<file path="src/rtl/wrr_pkg.sv">
// Shared types, constants and helpers for the weighted round-robin scheduler.
package wrr_pkg;

    localparam int QUEUES      = 8;
    localparam int WEIGHT_BITS = 8;
    localparam int QIDX_W      = 3;
    localparam int NQ_W        = 4;
    localparam int CREDIT_W    = 8;
    localparam int CNT_W       = 64;
    localparam int WEIGHTS_W   = 64;

    localparam logic [NQ_W-1:0]      RESET_QUEUES  = NQ_W'(QUEUES);
    localparam logic [WEIGHTS_W-1:0] RESET_WEIGHTS = 64'h0101_0101_0101_0101;

    typedef enum logic
    {
        CMD_SCHEDULE = 1'b0,
        CMD_CLEAR    = 1'b1
    } sched_cmd_t;

    typedef enum logic
    {
        CFG_QUEUES_IN_USE = 1'b0,
        CFG_QUEUE_WEIGHTS = 1'b1
    } cfg_index_t;

    typedef struct packed
    {
        sched_cmd_t         cmd;
        logic [QUEUES-1:0]  ready_mask;
    } sched_t;

    typedef struct packed
    {
        logic                granted;
        logic [QIDX_W-1:0]   grant_queue;
        logic [NQ_W-1:0]     skips_now;
        logic [QIDX_W-1:0]   next_queue;
        logic [CREDIT_W-1:0] credit_left;
        logic [CNT_W-1:0]    advance_total;
        logic [CNT_W-1:0]    skip_total;
    } result_t;

    typedef struct packed
    {
        logic start;
        logic clear;
        logic visit;
        logic load;
    } dp_cmd_t;

    typedef struct packed
    {
        logic              n_zero;
        logic              hit;
        logic [QIDX_W-1:0] n_last;
        logic              result_free;
    } dp_stat_t;

    function automatic logic [CREDIT_W-1:0] weight_of(input logic [WEIGHTS_W-1:0] weights,
                                                      input logic [QIDX_W-1:0]    q);
        logic [WEIGHT_BITS-1:0] w;
        w = weights[{q, 3'b000} +: WEIGHT_BITS];
        return (w == '0) ? CREDIT_W'(1) : CREDIT_W'(w);
    endfunction

endpackage

</file>
<file path="src/rtl/weighted_round_robin_queue_scheduler.sv">
// Top level of the credit-based weighted round-robin queue scheduler.
// After a schedule transaction is accepted, ST_SCAN visits k queues (1 to min(queues_in_use, 8)),
// then ST_LOAD registers the result once the result register is free; a clear or no active queues
// goes straight to ST_LOAD. A new transaction is accepted only after the result is loaded.
// Reset (rst_n, async low): pointer 0, credit from queue 0 weight, counters 0,
// queues_in_use 8, all weights 1, no result pending.
module weighted_round_robin_queue_scheduler
    import wrr_pkg::*;
(
    input  logic                 clk,
    input  logic                 rst_n,
    input  logic                 sched_valid,
    output logic                 sched_ready,
    input  sched_t               sched,
    output logic                 result_valid,
    input  logic                 result_ready,
    output result_t              result,
    input  logic                 cfg_valid,
    output logic                 cfg_ready,
    input  cfg_index_t           cfg_index,
    input  logic [WEIGHTS_W-1:0] cfg_data
);

    dp_cmd_t  dp_cmd;
    dp_stat_t dp_stat;

    assign cfg_ready = 1'b1;

    wrr_ctrl u_ctrl
    (
        .clk         (clk),
        .rst_n       (rst_n),
        .sched_valid (sched_valid),
        .sched_cmd   (sched.cmd),
        .sched_ready (sched_ready),
        .stat        (dp_stat),
        .cmd         (dp_cmd)
    );

    wrr_dp u_dp
    (
        .clk          (clk),
        .rst_n        (rst_n),
        .cmd          (dp_cmd),
        .stat         (dp_stat),
        .ready_mask   (sched.ready_mask),
        .cfg_write    (cfg_valid && cfg_ready),
        .cfg_index    (cfg_index),
        .cfg_data     (cfg_data),
        .result       (result),
        .result_valid (result_valid),
        .result_ready (result_ready)
    );

endmodule

</file>
<file path="src/rtl/wrr_ctrl.sv">
// Controller state machine: accept a transaction, sequence queue visits, load the result.
module wrr_ctrl
    import wrr_pkg::*;
(
    input  logic       clk,
    input  logic       rst_n,
    input  logic       sched_valid,
    input  sched_cmd_t sched_cmd,
    output logic       sched_ready,
    input  dp_stat_t   stat,
    output dp_cmd_t    cmd
);

    typedef enum logic [2:0]
    {
        ST_IDLE = 3'b001,
        ST_SCAN = 3'b010,
        ST_LOAD = 3'b100
    } ctrl_state_t;

    ctrl_state_t       state_reg, state_next;
    logic [QIDX_W-1:0] visit_reg, visit_next;
    logic              accept;

    assign sched_ready = (state_reg == ST_IDLE);
    assign accept      = sched_valid && sched_ready;

    always_comb
    begin
        state_next = state_reg;
        visit_next = visit_reg;
        cmd        = '0;
        case (state_reg)
            ST_IDLE:
            begin
                if (accept)
                begin
                    cmd.start  = 1'b1;
                    cmd.clear  = (sched_cmd == CMD_CLEAR);
                    visit_next = '0;
                    if (sched_cmd == CMD_CLEAR || stat.n_zero)
                        state_next = ST_LOAD;
                    else
                        state_next = ST_SCAN;
                end
            end
            ST_SCAN:
            begin
                cmd.visit = 1'b1;
                if (stat.hit || visit_reg == stat.n_last)
                    state_next = ST_LOAD;
                else
                    visit_next = visit_reg + QIDX_W'(1);
            end
            ST_LOAD:
            begin
                cmd.load = stat.result_free;
                if (stat.result_free)
                    state_next = ST_IDLE;
            end
            default:
            begin
                state_next = ST_IDLE;
            end
        endcase
    end

    always_ff @(posedge clk or negedge rst_n)
    begin
        if (!rst_n)
        begin
            state_reg <= ST_IDLE;
            visit_reg <= '0;
        end
        else
        begin
            state_reg <= state_next;
            visit_reg <= visit_next;
        end
    end

endmodule

</file>
<file path="src/rtl/wrr_dp.sv">
// Datapath: configuration, pointer, credit, counters and result register.
module wrr_dp
    import wrr_pkg::*;
(
    input  logic                 clk,
    input  logic                 rst_n,
    input  dp_cmd_t              cmd,
    output dp_stat_t             stat,
    input  logic [QUEUES-1:0]    ready_mask,
    input  logic                 cfg_write,
    input  cfg_index_t           cfg_index,
    input  logic [WEIGHTS_W-1:0] cfg_data,
    output result_t              result,
    output logic                 result_valid,
    input  logic                 result_ready
);

    logic [NQ_W-1:0]      qiu_reg;
    logic [WEIGHTS_W-1:0] weights_reg;
    logic [QIDX_W-1:0]    ptr_reg, ptr_next;
    logic [CREDIT_W-1:0]  credit_reg, credit_next;
    logic [CNT_W-1:0]     adv_reg, adv_next;
    logic [CNT_W-1:0]     skip_reg, skip_next;
    logic [QUEUES-1:0]    mask_reg, mask_next;
    logic                 granted_reg, granted_next;
    logic [QIDX_W-1:0]    grant_q_reg, grant_q_next;
    logic [NQ_W-1:0]      skips_reg, skips_next;
    result_t              result_reg;
    logic                 result_valid_reg;

    logic [NQ_W-1:0]      active_n;
    logic [NQ_W-1:0]      ptr_inc;
    logic [QIDX_W-1:0]    ptr_step;
    logic                 hit;

    assign active_n = (qiu_reg > NQ_W'(QUEUES)) ? NQ_W'(QUEUES) : qiu_reg;
    assign ptr_inc  = {1'b0, ptr_reg} + NQ_W'(1);
    assign ptr_step = (ptr_inc >= active_n) ? '0 : ptr_inc[QIDX_W-1:0];
    assign hit      = ({1'b0, ptr_reg} < active_n) && mask_reg[ptr_reg];

    assign stat.n_zero      = (active_n == '0);
    assign stat.hit         = hit;
    assign stat.n_last      = QIDX_W'(active_n - NQ_W'(1));
    assign stat.result_free = !result_valid_reg || result_ready;

    assign result       = result_reg;
    assign result_valid = result_valid_reg;

    always_comb
    begin
        ptr_next     = ptr_reg;
        credit_next  = credit_reg;
        adv_next     = adv_reg;
        skip_next    = skip_reg;
        granted_next = granted_reg;
        grant_q_next = grant_q_reg;
        skips_next   = skips_reg;
        mask_next    = mask_reg;
        if (cmd.start)
        begin
            mask_next    = ready_mask;
            granted_next = 1'b0;
            grant_q_next = '0;
            skips_next   = '0;
        end
        if (cmd.clear)
        begin
            ptr_next    = '0;
            credit_next = (active_n == '0) ? '0 : weight_of(weights_reg, '0);
            adv_next    = '0;
            skip_next   = '0;
        end
        if (cmd.visit)
        begin
            if (hit)
            begin
                granted_next = 1'b1;
                grant_q_next = ptr_reg;
                adv_next     = adv_reg + CNT_W'(1);
                if (credit_reg > CREDIT_W'(1))
                begin
                    credit_next = credit_reg - CREDIT_W'(1);
                end
                else
                begin
                    ptr_next    = ptr_step;
                    credit_next = weight_of(weights_reg, ptr_step);
                end
            end
            else
            begin
                skips_next  = skips_reg + NQ_W'(1);
                skip_next   = skip_reg + CNT_W'(1);
                ptr_next    = ptr_step;
                credit_next = weight_of(weights_reg, ptr_step);
            end
        end
    end

    always_ff @(posedge clk or negedge rst_n)
    begin
        if (!rst_n)
        begin
            qiu_reg          <= RESET_QUEUES;
            weights_reg      <= RESET_WEIGHTS;
            ptr_reg          <= '0;
            credit_reg       <= weight_of(RESET_WEIGHTS, '0);
            adv_reg          <= '0;
            skip_reg         <= '0;
            result_valid_reg <= 1'b0;
        end
        else
        begin
            if (cfg_write)
            begin
                case (cfg_index)
                    CFG_QUEUES_IN_USE: qiu_reg     <= cfg_data[NQ_W-1:0];
                    CFG_QUEUE_WEIGHTS: weights_reg <= cfg_data;
                    default:           qiu_reg     <= qiu_reg;
                endcase
            end
            ptr_reg    <= ptr_next;
            credit_reg <= credit_next;
            adv_reg    <= adv_next;
            skip_reg   <= skip_next;
            if (cmd.load)
                result_valid_reg <= 1'b1;
            else if (result_ready)
                result_valid_reg <= 1'b0;
        end
    end

    always_ff @(posedge clk)
    begin
        mask_reg    <= mask_next;
        granted_reg <= granted_next;
        grant_q_reg <= grant_q_next;
        skips_reg   <= skips_next;
        if (cmd.load)
        begin
            result_reg.granted       <= granted_reg;
            result_reg.grant_queue   <= grant_q_reg;
            result_reg.skips_now     <= skips_reg;
            result_reg.next_queue    <= ptr_reg;
            result_reg.credit_left   <= credit_reg;
            result_reg.advance_total <= adv_reg;
            result_reg.skip_total    <= skip_reg;
        end
    end

endmodule

</file>
<file path="config.mk">
export PLATFORM = sky130hd
export DESIGN_NAME = weighted_round_robin_queue_scheduler
export DESIGN_NICKNAME = d
export VERILOG_FILES = /design/src/rtl/wrr_pkg.sv /design/src/rtl/weighted_round_robin_queue_scheduler.sv /design/src/rtl/wrr_ctrl.sv /design/src/rtl/wrr_dp.sv
export SDC_FILE = /design/constraint.sdc
export NUM_CORES = 1
export LEC_CHECK = 0
export CAP_MARGIN = 15
export CORE_MARGIN = 2
export CORE_UTILIZATION = 40
export DETAILED_ROUTE_END_ITERATION = 6
export DONT_BUFFER_PORTS = 1
export PLACE_DENSITY_LB_ADDON = 0.1
export SYNTH_ARGS = -nofsm -noshare
export SYNTH_HDL_FRONTEND = slang
export SYNTH_SLANG_ARGS = --single-unit
</file>
<file path="constraint.sdc">
create_clock -name clk -period 22.4 [get_ports clk]
set_input_delay 2.24 -clock clk [delete_from_list [all_inputs] [get_ports clk]]
set_output_delay 2.24 -clock clk [all_outputs]
set_load 0.02 [all_outputs]
</file>
Yosys cells after proc, flatten, opt, wreduce, memory -nomap -nowiden --
Cells that the tools add are included.
Cells by class: $add $sub $neg 7, $lt $le $gt $ge 5, equal/unequal tests 8, shift operators 1, mux-type cells 44, bitwise gates (word level) 1, reductions and logical operators 16
Operators by type and width (number):
- $mux W64 | 6
- $add A64 B1 Y64 const B | 2
- $shiftx A64 B7 Y8 | 1
- $mux W8 | 7
- $mux W3 | 14
- $logic_not A8 Y1 | 2
- $mux W4 | 4
- $pmux W3 S3 | 1
- $gt A8 B1 Y1 const B | 1
- $mux W1 | 8
- $sub A8 B1 Y8 const B | 1
- $pmux W3 S2 | 1
- $reduce_and A3 Y1 | 2
- $reduce_bool A2 Y1 | 3
- $add A3 B1 Y4 const B | 1
- $add A4 B1 Y4 const B | 1
- $ge A4 B4 Y1 | 1
- $gt A4 B4 Y1 const B | 1
- $logic_not A4 Y1 | 1
- $lt A3 B4 Y1 | 1
- $lt A3 B4 Y1 const B | 1
- $mux W2 | 2
- $ne A2 B1 Y1 const B | 2
- $ne A2 B2 Y1 const B | 2
- 12 further kinds | 16
Word-level totals: bits in registers 377, bits of input ports 79, output and inout port bits 150, word-level logic and storage cells 102

Logic depth before layout (Yosys ltp) --
depth after elaboration 10, depth in mapped cells 14, depth with buffers taken out 11

Modules after synthesis --
A second synthesis with hierarchy kept.
Unflattened totals: cell total of the unflattened synthesis 1503, area total of the unflattened synthesis 17453.0 µm²
Modules (own cells, without submodules):
- wrr_dp | instances 1, cells an instance 1462, area each 17060.1 µm², sequential area each 10032.1 µm²
- wrr_ctrl | instances 1, cells an instance 39, area each 381.6 µm², sequential area each 151.4 µm²
- weighted_round_robin_queue_scheduler | instances 1, cells an instance 2, area each 11.3 µm², sequential area each 0.0 µm²

Worst setup path after synthesis --
No wires, ideal clock.
path type input to register, start point input result_ready, end point register u_dp.result_reg (netlist bit u_dp.result[0]), enable pin, setup time 0.655 ns, arrival time 8.382 ns, required time 21.745 ns, path slack 13.363 ns, stages 2, path buffers 0, path through nor2b_1 nor2_1
RTL lines:
- start: declaration | line weighted_round_robin_queue_scheduler.sv:16 | input logic result_ready,
- end: declaration | line wrr_dp.sv:28 | result_t result_reg;

Worst setup path in the final report --
start point register u_dp.ptr_reg[0], end point register u_dp.credit_reg[0]
On the way: longest elaborated chain between the ends 9, elaborated cells on any way between the ends 13, those cells by class add/sub (1); order compare (2); shift (1); mux (7); reduce/logical (2)
RTL lines:
- start: declaration | line wrr_dp.sv:20 | logic [QIDX_W-1:0] ptr_reg, ptr_next;
- start signal: assignment | line wrr_dp.sv:122 | ptr_reg <= ptr_next;
- $add A3 B1 Y4 | line wrr_dp.sv:37 | assign ptr_inc = {1'b0, ptr_reg} + NQ_W'(1);
- $ge A4 B4 Y1 | line wrr_dp.sv:38 | assign ptr_step = (ptr_inc >= active_n) ? '0 : ptr_inc[QIDX_W-1:0];
- $mux W3 | line wrr_dp.sv:38
- $shiftx A64 B7 Y8 | line wrr_pkg.sv:63 | w = weights[{q, 3'b000} +: WEIGHT_BITS];
- $logic_not A8 Y1 | line wrr_pkg.sv:64 | return (w == '0) ? CREDIT_W'(1) : CREDIT_W'(w);
- $mux W8 | line wrr_pkg.sv:64
- $mux W8 | line wrr_dp.sv:80 | if (credit_reg > CREDIT_W'(1))
- $mux W8 * | line wrr_dp.sv:75 | if (hit)
- $mux W8 * | line wrr_dp.sv:73 | if (cmd.visit)
- end signal: assignment | line wrr_dp.sv:107 | credit_reg <= weight_of(RESET_WEIGHTS, '0);
- end signal: assignment | line wrr_dp.sv:123 | credit_reg <= credit_next;
- end: declaration | line wrr_dp.sv:21 | logic [CREDIT_W-1:0] credit_reg, credit_next;
Every way passes the cells marked *; elsewhere a longest branch is shown, timed or not. The select of a mux whose other input is x is not followed. A chain may end at the register's enable or synchronous reset.

==> impl_metrics.csv <==
group,metric,value,unit
cts,cts_tree,"built",
critical_path,crit_type,"reg -> reg",
power_and_ir_drop,leakage,7.03,nW
logic_synthesis,synth.distinct_cells,73,
sta,fin_tns_setup,0,ns
critical_path,worstReg2RegStart,"u_dp.ptr_reg[0]",
sta,finalSetupViolations,0,
critical_path,cp-start-kind,"register",
sta,rsz0062_at_grt,"no",
sta,holdWs,0.434,ns
final_layout,final_cells,1858,
detailed_routing,vias,10300,
power_and_ir_drop,ir_worst_vdd,0.0668,mV
global_route,grt_usage,18.9,%
place,place.gp.congestion,0.812,
place,place_hpwl,26.0,mm
logic_synthesis,ys_seq_area_share,63.1,%
global_route,grt_overflow,0,
die,coreArea,39800,µm²
logic_synthesis,syn-num-nets,1391,
logic_synthesis,synth-xor-area-share,1.40,%
logic_synthesis,synthMuxAreaShare,9.69,%
final_layout,largest_register_ffs,147,
cts,numCtsBuffers,42,
final_layout,nNetsFinal,1395,
cts,cts.htree.levels,2,
detailed_routing,drc_errors,0,
cts,ctsResizeCount,0,
detailed_routing,drtIter0Drc,578,
die,rows,73,
sta,slew_headroom,29.2,%
logic_synthesis,syn_avg_cell_area,12.5,µm²
cts,post_cts_buffers,0,
detailed_routing,vias_per_cell,5.53,
die,die_w,205,µm
die,io_pins,229,
logic_synthesis,syn_area,16100,µm²
final_layout,antennaDiodeCount,0,
cts,clockBufferDepth,3,
cts,cts_sinks,377,
worst_hold_path,worstHoldPathType,"reg -> reg",
logic_synthesis,async_flop_share,56.8,%
die,initial_core_util,40.5,%
logic_synthesis,synth_compound_area_share,8.32,%
power_and_ir_drop,powerDensity,103,nW/µm²
sta,layout_min_cycle_time,4.47,ns
sta,fin_skew,0.0113,ns
sta,finalMaxSlewViolations,0,
logic_synthesis,yosys.area_share.simple,14.3,%
place,numPlacedInstances,1781,
global_route,grt_first_pass_wirelength,61.1,mm
die,dieHeight,205,µm
cts,path_clk_slew,0.06,ns
sta,fmax,224,MHz
final_layout,layout-drive-gt1-share,13.3,%
final_layout,syn_to_final_growth,11.9,%
global_route,grt_max_degree,215,
sta,fin_crit_sh,20.0,%
place,portBuffers,0,
critical_path,critPathLaunch,"u_dp.ptr_reg[0]",
die,dieArea,42000,µm²
critical_path,arrival,4.96,ns
critical_path,worstPathMaxFanout,32,
logic_synthesis,syn_inst,1296,
sta,final-hold-violation-count,0,
critical_path,critPathRequiredTime,22.89,ns
flow_run,cap_violations,0,
detailed_routing,wl_per_cell,21.3,µm
logic_synthesis,synth_seq_cells,377,
cts,clock_latency,0.55,ns
sta,tightestPinTransition,1.06,ns
logic_synthesis,synth_fa_ha_area_share,1.24,%
logic_synthesis,synth_edf_count,155,
logic_synthesis,ys.warnings.count,0,
global_route,antenna_found_initial,2,
detailed_routing,routed_wl,39.7,mm
cts,hold_buffers,0,
global_route,grt_pass1_vias,9985,
critical_path,worstSetupEndpointType,"register",
logic_synthesis,ys.flop_type,"dfrtp_1",
worst_hold_path,worstHoldStart,"u_dp.grant_q_reg[2]",
logic_synthesis,synth_top_family_by_area,"simple AND/OR/NAND/NOR gates",
run_status,status,"finished clean",
detailed_routing,first_pass_iters,4,
detailed_routing,antenna_left,0,
cts,cts_root_buffer,"clkbuf_16",
==> where the power goes <==
part / switching [mW] / internal, mW / total (mW)
Clock: 0.276 / 0.408 / 0.684
Sequential: 0.0883 / 0.808 / 0.896
Combinational: 0.186 / 0.102 / 0.288
==> cells by family after synthesis <==
kind of cell | after synthesis
AOI/OAI and AO/OA | 198
xor gates and xnor gates | 25
buffers and inverters | 76
and+or+nand+nor | 462
other | 1
adders and majority gates | 16
DFF | 377
muxes | 141
==> Yosys cell counts (7+ instances only) <==
cell type,n,share of area (%)
o211ai_1,33,1.5
nand4_1,39,1.5
dfrtp_1,203,31
o31ai_1,25,1.2
dfstp_2,11,1.8
nand3_1,87,2.7
o32ai_1,7,0.38
nand2b_1,9,0.35
or3_1,7,0.27
or4_1,10,0.46
nor3_1,19,0.59
nor4_1,16,0.62
xor2_1,14,0.76
nor2_1,48,1.1
a21oi_1,26,0.81
ha_1,16,1.2
dfxtp_1,8,0.99
and2_1,7,0.27
mux2_2,69,4.8
inv_1,21,0.49
mux2i_1,67,4.2
o311ai_0,12,0.65
nand2_1,160,3.7
xnor2_1,10,0.54
o21ai_0,55,1.7
clkbuf_1,44,1.0
and3_1,27,1.0
and4_1,13,0.71
o41ai_1,8,0.43
edfxtp_1,155,29
==> per-stage QoR <==
| stage | utilization, % | setup WS (ns) | power (mW) | cell area (µm²) |
|---|---|---|---|---|
| floorplan | - | 13.36 | 1.11 | 16100 |
| finish | 45.4 | 17.93 | 1.87 | 18100 |
| detailed placement | 42.0 | 17.81 | 1.20 | 16700 |
| CTS | 45.4 | 17.98 | 1.90 | 18100 |
| global placement | 42.0 | 17.86 | 1.20 | 16700 |
| global route | 45.4 | 17.68 | 1.96 | 18100 |
==> path summary, 6_finish.rpt <==
kind                                   endpoint  slack [ns]  cells past startpoint
hold reg to reg                u_dp.result[145]        0.43                      0
min in group asynchronous  u_dp.weights_reg[17]        1.38                      0
setup / recovery             u_dp.credit_reg[0]       17.93                     12
setup reg to reg             u_dp.credit_reg[0]       17.93                     12
max in group asynchronous      u_dp.adv_reg[52]       20.50                      0
hold / removal                 u_dp.result[145]        0.43                      0
==> layout make-up <==
type | count | area (µm²)
Timing Repair Buffer | 13 | 97.6
Fill cell | 3714 | 21700
Inverter | 23 | 86.3
Tap cell | 525 | 657
Sequential cell | 377 | 10200
Multi-Input combinational cell | 843 | 5680
Clock buffer | 59 | 1200
Clock inverter | 18 | 170
==> layer usage <==
| metal | vias up | global-route usage [%] | wire [µm] |
|---|---|---|---|
| met5 | - | 0 | 27 |
| met4 | 4 | 5.94 | 857 |
| met3 | 58 | 4.49 | 2070 |
| met2 | 224 | 28.4 | 17900 |
| met1 | 5092 | 27.1 | 18800 |
| li1 | 4897 | - | - |
==> critical path: stages (launching register included) <==
cell and delay, ns:
dfrtp_1 0.35, buf_4 0.26, ha_1 0.29, xnor2_2 0.49, inv_2 0.43, ha_1 0.32
or3_1 0.37, o22a_1 0.45, o21ai_0 0.26, o211ai_1 0.20, or3_1 0.40, or4_1 0.41
a21oi_1 0.14
==> cell usage in the layout, fill, tap and decap left out, types with 12 or more instances in the layout <==
master	Yosys	final
nor2_1	48	45
o21ai_0	55	55
ha_1	16	16
mux2_2	69	69
o211ai_1	33	33
xor2_1	14	14
clkbuf_16	0	44
nand4_1	39	39
nand2_1	160	158
nor4_1	16	16
a21oi_1	26	26
and3_1	27	27
o31ai_1	25	25
buf_4	1	13
nand3_1	87	87
nor3_1	19	19
edfxtp_1	155	155
inv_1	21	21
dfrtp_1	203	203
and4_1	13	13
o311ai_0	12	12
mux2i_1	67	67
Power figures use the tool's default switching activity.
